File: src/design/lkvc_pkg.sv
// Shared types and constants for the LRU key-value cache.
// Used by the store, the top level and the port checker; depends on nothing.
package lkvc_pkg;

  // Store geometry
  localparam int ENTRIES  = 16;
  localparam int IDX_W    = (ENTRIES > 1) ? $clog2(ENTRIES) : 1;
  localparam int CNT_W    = $clog2(ENTRIES + 1);
  localparam int KEY_BITS = 32;

  // Field widths
  localparam int KEY_W  = 32;
  localparam int DATA_W = 32;
  localparam int CAP_W  = 5;

  // Operation codes
  localparam logic OP_GET = 1'b0;
  localparam logic OP_SET = 1'b1;

  // Capacity after reset
  localparam logic [CAP_W-1:0] CAP_RESET = 5'd16;

  typedef logic [KEY_BITS-1:0] key_t;
  typedef logic [IDX_W-1:0]    idx_t;
  typedef logic [IDX_W-1:0]    rank_t;
  typedef logic [CNT_W-1:0]    cnt_t;

  // One request beat handed from the input register to the store
  typedef struct packed {
    logic                     fire;
    logic                     op;
    logic signed [KEY_W-1:0]  key;
    logic signed [DATA_W-1:0] value;
  } req_t;

  // Lookup result for a get
  typedef struct packed {
    logic                     hit;
    logic signed [DATA_W-1:0] data;
  } rsp_t;

endpackage

File: src/design/lkvc_store.sv
// Entry store of the LRU cache: keys, data, valid marks, recency ranks,
// occupancy and capacity, with the parallel compare and rank update.
// Depends on lkvc_pkg.
module lkvc_store (
  input  logic                        clk,
  input  logic                        rst,
  input  lkvc_pkg::req_t              req,
  input  logic                        cfg_we,
  input  logic [lkvc_pkg::CAP_W-1:0]  cfg_wdata,
  output lkvc_pkg::rsp_t              rsp
);

  logic                                  entry_valid [lkvc_pkg::ENTRIES];
  lkvc_pkg::key_t                        entry_key   [lkvc_pkg::ENTRIES];
  logic signed [lkvc_pkg::DATA_W-1:0]    entry_data  [lkvc_pkg::ENTRIES];
  lkvc_pkg::rank_t                       rank        [lkvc_pkg::ENTRIES];
  lkvc_pkg::cnt_t                        occupancy;
  logic [lkvc_pkg::CAP_W-1:0]            capacity;

  lkvc_pkg::key_t  req_key;
  logic            hit_any;
  lkvc_pkg::idx_t  hit_idx;
  lkvc_pkg::idx_t  free_idx;
  lkvc_pkg::idx_t  victim_idx;
  lkvc_pkg::cnt_t  eff_cap;
  lkvc_pkg::cnt_t  occ_last;
  logic            full;
  lkvc_pkg::idx_t  target;
  lkvc_pkg::cnt_t  old_rank;
  logic            do_update;
  logic            do_write;
  logic            do_insert;

  // Sign-extend or trim the incoming key to the compare width
  assign req_key = lkvc_pkg::key_t'(req.key);

  // Clamp capacity into 1 .. ENTRIES
  always_comb begin
    if (capacity == '0) begin
      eff_cap = lkvc_pkg::cnt_t'(1);
    end else if (lkvc_pkg::CNT_W'(capacity) > lkvc_pkg::cnt_t'(lkvc_pkg::ENTRIES)) begin
      eff_cap = lkvc_pkg::cnt_t'(lkvc_pkg::ENTRIES);
    end else begin
      eff_cap = lkvc_pkg::CNT_W'(capacity);
    end
  end

  assign occ_last = occupancy - lkvc_pkg::cnt_t'(1);
  assign full     = (occupancy >= eff_cap);

  // Compare every valid entry; lowest match and lowest free slot win
  always_comb begin
    hit_any  = 1'b0;
    hit_idx  = '0;
    free_idx = '0;
    for (int i = lkvc_pkg::ENTRIES - 1; i >= 0; i--) begin
      if (entry_valid[i] && entry_key[i] == req_key) begin
        hit_any = 1'b1;
        hit_idx = lkvc_pkg::idx_t'(i);
      end
      if (!entry_valid[i]) begin
        free_idx = lkvc_pkg::idx_t'(i);
      end
    end
  end

  // Least recent valid entry; the last one in slot order wins
  always_comb begin
    victim_idx = '0;
    for (int i = 0; i < lkvc_pkg::ENTRIES; i++) begin
      if (entry_valid[i] && lkvc_pkg::CNT_W'(rank[i]) == occ_last) begin
        victim_idx = lkvc_pkg::idx_t'(i);
      end
    end
  end

  // Pick the slot that becomes most recent and the rank it leaves behind
  always_comb begin
    priority if (hit_any) begin
      target   = hit_idx;
      old_rank = lkvc_pkg::CNT_W'(rank[hit_idx]);
    end else if (full) begin
      target   = victim_idx;
      old_rank = occ_last;
    end else begin
      target   = free_idx;
      old_rank = occupancy;
    end
  end

  assign do_write  = req.fire && (req.op == lkvc_pkg::OP_SET);
  assign do_update = do_write || (req.fire && hit_any);
  assign do_insert = do_write && !hit_any && !full;

  // Result of a get
  assign rsp.hit  = hit_any;
  assign rsp.data = hit_any ? entry_data[hit_idx] : '1;

  // Valid marks, ranks and occupancy
  always_ff @(posedge clk) begin
    if (rst) begin
      occupancy <= '0;
      for (int i = 0; i < lkvc_pkg::ENTRIES; i++) begin
        entry_valid[i] <= 1'b0;
        rank[i]        <= '0;
      end
    end else if (do_update) begin
      for (int i = 0; i < lkvc_pkg::ENTRIES; i++) begin
        if (target == lkvc_pkg::idx_t'(i)) begin
          rank[i] <= '0;
        end else if (entry_valid[i] && lkvc_pkg::CNT_W'(rank[i]) < old_rank) begin
          rank[i] <= rank[i] + lkvc_pkg::rank_t'(1);
        end
      end
      if (do_insert) begin
        entry_valid[target] <= 1'b1;
        occupancy           <= occupancy + lkvc_pkg::cnt_t'(1);
      end
    end
  end

  // Key and data storage
  always_ff @(posedge clk) begin
    if (do_write) begin
      entry_key[target]  <= req_key;
      entry_data[target] <= req.value;
    end
  end

  // Capacity register
  always_ff @(posedge clk) begin
    if (rst) begin
      capacity <= lkvc_pkg::CAP_RESET;
    end else if (cfg_we) begin
      capacity <= cfg_wdata;
    end
  end

endmodule

File: src/design/lru_key_value_cache.sv
// Top level of the LRU key-value cache: input register, result register
// and handshake control around the entry store. Depends on lkvc_pkg, lkvc_store.
//
// Usage:
//   Input channel: in_valid / in_stall with op, key, value. A beat is taken at
//   a rising edge with in_valid high and in_stall low. op = get looks up key,
//   op = set writes value under key (evicting the least recent entry when the
//   store holds capacity entries).
//   Output channel: out_valid / out_stall with hit, read_value. One beat per
//   get, none per set; read_value is all ones on a miss.
//   Configuration: cfg_we / cfg_wdata write the capacity (1..16, reset 16);
//   write it only while no request is in flight.
// A get's result shows once it has passed the input and result registers.
// Throughput: one request per cycle unless a get meets a stalled result; each
//   reads and updates the whole store from the input register; the next sees it.
// Reset (rst, synchronous): all entries invalid, occupancy zero, both
//   channels empty.
// Stall: a result waiting under out_stall holds; further sets still proceed,
//   and a get waits in the input register, raising in_stall.
module lru_key_value_cache (
  input  logic                                clk,
  input  logic                                rst,
  input  logic                                in_valid,
  output logic                                in_stall,
  input  logic                                op,
  input  logic signed [lkvc_pkg::KEY_W-1:0]   key,
  input  logic signed [lkvc_pkg::DATA_W-1:0]  value,
  output logic                                out_valid,
  input  logic                                out_stall,
  output logic                                hit,
  output logic signed [lkvc_pkg::DATA_W-1:0]  read_value,
  input  logic                                cfg_we,
  input  logic [lkvc_pkg::CAP_W-1:0]          cfg_wdata
);

  logic                                in_full;
  logic                                in_full_next;
  logic                                op_q;
  logic signed [lkvc_pkg::KEY_W-1:0]   key_q;
  logic signed [lkvc_pkg::DATA_W-1:0]  value_q;
  logic                                in_take;
  logic                                fire;
  logic                                load_out;
  logic                                out_valid_next;
  lkvc_pkg::req_t                      req;
  lkvc_pkg::rsp_t                      rsp;

  // Advance the held request unless it is a get and the result slot is blocked
  assign fire     = in_full && (op_q == lkvc_pkg::OP_SET || !out_valid || !out_stall);
  assign in_stall = in_full && !fire;
  assign in_take  = in_valid && !in_stall;
  assign load_out = fire && (op_q == lkvc_pkg::OP_GET);

  assign req.fire  = fire;
  assign req.op    = op_q;
  assign req.key   = key_q;
  assign req.value = value_q;

  lkvc_store u_store (
    .clk       (clk),
    .rst       (rst),
    .req       (req),
    .cfg_we    (cfg_we),
    .cfg_wdata (cfg_wdata),
    .rsp       (rsp)
  );

  // Input register occupancy
  always_comb begin
    if (in_take) begin
      in_full_next = 1'b1;
    end else if (fire) begin
      in_full_next = 1'b0;
    end else begin
      in_full_next = in_full;
    end
  end

  always_ff @(posedge clk) begin
    if (rst) begin
      in_full <= 1'b0;
    end else begin
      in_full <= in_full_next;
    end
  end

  // Capture the input beat
  always_ff @(posedge clk) begin
    if (in_take) begin
      op_q    <= op;
      key_q   <= key;
      value_q <= value;
    end
  end

  // Result register: load on a get, hold while stalled, drop once taken
  assign out_valid_next = load_out || (out_valid && out_stall);

  always_ff @(posedge clk) begin
    if (rst) begin
      out_valid <= 1'b0;
    end else begin
      out_valid <= out_valid_next;
    end
  end

  always_ff @(posedge clk) begin
    if (load_out) begin
      hit        <= rsp.hit;
      read_value <= rsp.data;
    end
  end

endmodule

File: config.mk
export PLATFORM = sky130hd
export DESIGN_NAME = lru_key_value_cache
export DESIGN_NICKNAME = d
export VERILOG_FILES = /design/src/design/lkvc_pkg.sv /design/src/design/lkvc_store.sv /design/src/design/lru_key_value_cache.sv
export SDC_FILE = /design/constraint.sdc
export NUM_CORES = 2
export LEC_CHECK = 0
export BUFFER_PORTS_ARGS = -buffer_cell sky130_fd_sc_hd__buf_2
export CORE_AREA = 2 2 284 286
export CTS_BUF_LIST = sky130_fd_sc_hd__clkbuf_4 sky130_fd_sc_hd__clkbuf_8
export CTS_CLUSTER_DIAMETER = 100
export CTS_CLUSTER_SIZE = 20
export DETAILED_ROUTE_END_ITERATION = 7
export DIE_AREA = 0 0 286 288
export GPL_ROUTABILITY_DRIVEN = 0
export GPL_TIMING_DRIVEN = 0
export PLACE_DENSITY = 0.87
export SLEW_MARGIN = 0
export SYNTH_ARGS = -nofsm -noshare
export SYNTH_HDL_FRONTEND = slang
export SYNTH_HIERARCHICAL = 1
export SYNTH_SLANG_ARGS = --single-unit
File: constraint.sdc
create_clock -name clk -period 22.8 [get_ports clk]
set_input_delay 4.56 -clock clk [delete_from_list [all_inputs] [get_ports clk]]
set_output_delay 4.56 -clock clk [all_outputs]
set_load 0.03 [all_outputs]
==> summary.md <==
| Metric | Value |
|---|---|
| Vias in the first global route | 36.10k |
| Die Height | 288 µm |
| Mapped Avg Cell Area | 14.28 µm² |
| Worst Slack Setup Final | 13.07 ns |
| Layout cells sized above 1 | 13.95% |
| Crit path arrival time | 5.17 ns |
| Routed vias | 37.82k |
| Post-synth top area cell | edfxtp_1 |
| CTS Buf Count | 70 |
| Crit-path max cell delay | 0.20 ns |
| Most common cell in the synthesized netlist | edfxtp_1 |
| Hold Buf Count CTS | 0 |
| Avg WL per Cell | 31.81 µm |
| Top cells by count, synth | edfxtp_1, xor2_1, nor2_1 |
| Root buffer cell | clkbuf_8 |
| Setup crit end kind | output pin |
| Sequential element share of the synthesized area | 65.90% |
| Outcome | complete, but fails checks |
| Final wirelength | 165.3 mm |
| Peak supply drop | 0.07852 mV |
| Yosys warns | 6 |
| Max Cap Violations | 2 |
| Boundary Pins | 110 |
| Antenna violations before repair | 8 |
| RSZ-0062 raised after global routing | no |
| First-pass GRT wire length | 233.7 mm |
| Fillcell total | 4680 |
| Post-synthesis cell type count | 77 |
| Power Total | 3.778 mW |
| Number of nets in the layout | 4249 |
| Post-synth EDFFs | 1186 |
| Critical Path Fanout Max | 3 |
| Clock power share | 26.1% |
| Wire length on met2 | 71.03 mm |
| Post-Layout Cell Count | 5196 |
| Setup tns final | 0 ns |
| Clk_lat worst skew | 0.78 ns |
| Full die area | 82370 µm² |
| Flop pwr share | 67.1% |
| Failing checks | max-capacitance violations, max-slew violations |
| DPL Wire Length | 108.3 mm |
| CP cell instances | buf_2 > nand4b_1 > inv_1 > buf_2 |
| Util after Layout | 74.28% |
| DR iter-0 viols | 7613 |
| Clock Path Buffers | 3 |
| Sw Share | 23.75% |
| Setup Viol. Count Final | 0 |
| FMAX | 102.8 MHz |
| Post-route ant nets | 0 |
| Worst slack at placement | 13.08 ns |
| Final min period | 9.731 ns |
| Asr flop ratio synth | 0% |
| Final Hold Fails | 0 |
| Startpoint types | input port |
| Slew HR | -3.981% |
| Drt first pass iters | 8 |
| Synth Flop Type | edfxtp_1 |
| Sw power | 0.8976 mW |
| Overall routing resource usage | 39.56% |
| Largest cells by area after synthesis | edfxtp_1, xor2_1, mux2i_1 |
| Routed metal-1 wirelength | 54.27 mm |
| Post-CTS sizing | 0 |
| Top cell by count, worst path | buf_2 |
| Pleak | 20.63 nW |
| Fin area | 59150 µm² |
| PD cells | 63.87 nW/µm² |
| Row count | 104 |
| Internal power | 2.881 mW |
| Initial Utilization | 68.93% |
| Slowest library cell on the worst path | buf_2 |
| H-tree Lvls | 3 |
| Worst min path class | reg2reg |
| Die width | 286 µm |
| # Post-CTS Setup Buffers | 0 |
| DRC viols | 0 |
| Input/output buffers | 108 |
| Vias per cell | 7.278 |
| Placeable core region | 79640 µm² |
| Synth Net Count | 3990 |
| Critical Path RT | 18.24 ns |
| Pins over their slew limit | 23 |
| Combinational share of power | 6.8% |
| Metal3 WL | 28.92 mm |
| Highest metal used | met5 |
| Placed inst area | 57940 µm² |
| Worst slew pin tran | 1.560 ns |
| Largest net degree at the start of global routing | 53 |
| Clk sinks | 1214 |
| Clock transition at path regs | 0.12 ns |
| DP Cell Count | 5091 |
| Synth top area share | 64.88% |
| Mapped cell area | 54890 µm² |
| Post-synthesis cell count | 3844 |
| Yosys reg bits | 1214 |
| Final hold slack | 0.5411 ns |
| Final Skew | 0.04836 ns |
| CTS tree | yes |
| Layout area overhead | 7.761% |
| Global route overflow | 0 |
| Critical path type | in2out |
| Period utilization | 42.68% |
## final timing paths
check	from	cells past startpoint	to	slack, ns
max reg2reg	key_q[12]	23	u_store/rank[3][1]	13.26
min	u_store/capacity[0]	2	u_store/capacity[0]	0.54
min reg2reg	u_store/capacity[0]	2	u_store/capacity[0]	0.54
max	out_stall	4	in_stall	13.07
## power groups by stage
stage | Combinational (mW) | Clock, mW | Sequential (mW)
after floorplan | 0.155 | 0 | 2.55
after global placement | 0.225 | 0 | 2.58
after detailed placement | 0.241 | 0 | 2.58
after CTS | 0.243 | 0.980 | 2.53
after global routing | 0.266 | 1.05 | 2.53
final | 0.258 | 0.987 | 2.53
## layout make-up
class,count,area (µm²),area share (%)
Tap cell,1060,1326,2.242
Sequential cell,1214,36170,61.15
Clock inverter,7,65.06,0.1100
Clock buffer,92,1129,1.908
Timing Repair Buffer,187,1604,2.712
Multi-Input combinational cell,2411,17720,29.96
Buffer,184,988.4,1.671
Antenna cell,6,15.01,0.02538
Inverter,35,131.4,0.2221
## flip-flops by register name, indices dropped and copies added, names as in the netlist
name                 flops
value_q                 32
u_store/entry_key      512
u_store/capacity         5
hit                      1
u_store/entry_valid     16
key_q                   32
u_store/rank            64
op_q                     1
read_value              32
in_full                  1
out_valid                1
u_store/occupancy        5
u_store/entry_data     512
## worst max-delay path: cells and delay by family
family | cells | cell delay, ns
simple gates | 1 | 0.19
buf+inv | 3 | 0.42
## cells in the final DEF, fill, tap and decap left out, drive strengths merged, types with 11 or more instances in the layout
cell,Yosys,final
ha,71,71
clkbuf,48,140
mux2i,153,153
a21oi,145,145
buf,136,323
nand4,89,89
a31oi,26,26
or4,25,25
and3,37,37
nor3b,13,13
inv,33,37
nor4b,16,16
o211ai,27,27
nand3,74,74
xnor3,15,15
a21o,28,28
nand2,139,139
nand2b,19,19
or3,22,22
o21ai,59,59
nor3,84,84
nand4b,22,22
mux2,131,131
nor4,162,162
dfxtp,28,28
xor2,430,430
xnor2,152,152
edfxtp,1186,1186
nor2,256,256
nor2b,11,11
a211oi,120,120
## kinds of logic (layout without fill, tap and decap cells)
kind of cell               after synthesis  in the layout  share of synthesized area, %
DFF                                   1214           1214                         65.90
and+or+nand+nor                        995            995                         9.573
xor gates and xnor gates               597            597                         9.902
AOI/OAI and AO/OA                      464            464                         5.489
muxes                                  284            284                         5.477
buffers and inverters                  219            505                         2.040
adders and majority gates               71             71                         1.618
other                                    0              6                             0
## layer usage
layer	up-vias	track usage (%)
li1	15120	-
met1	18030	51.33
met2	3823	58.08
met3	845	14.66
met4	4	22.09
met5	-	0
No activity file was read; power rests on OpenSTA's default activity.
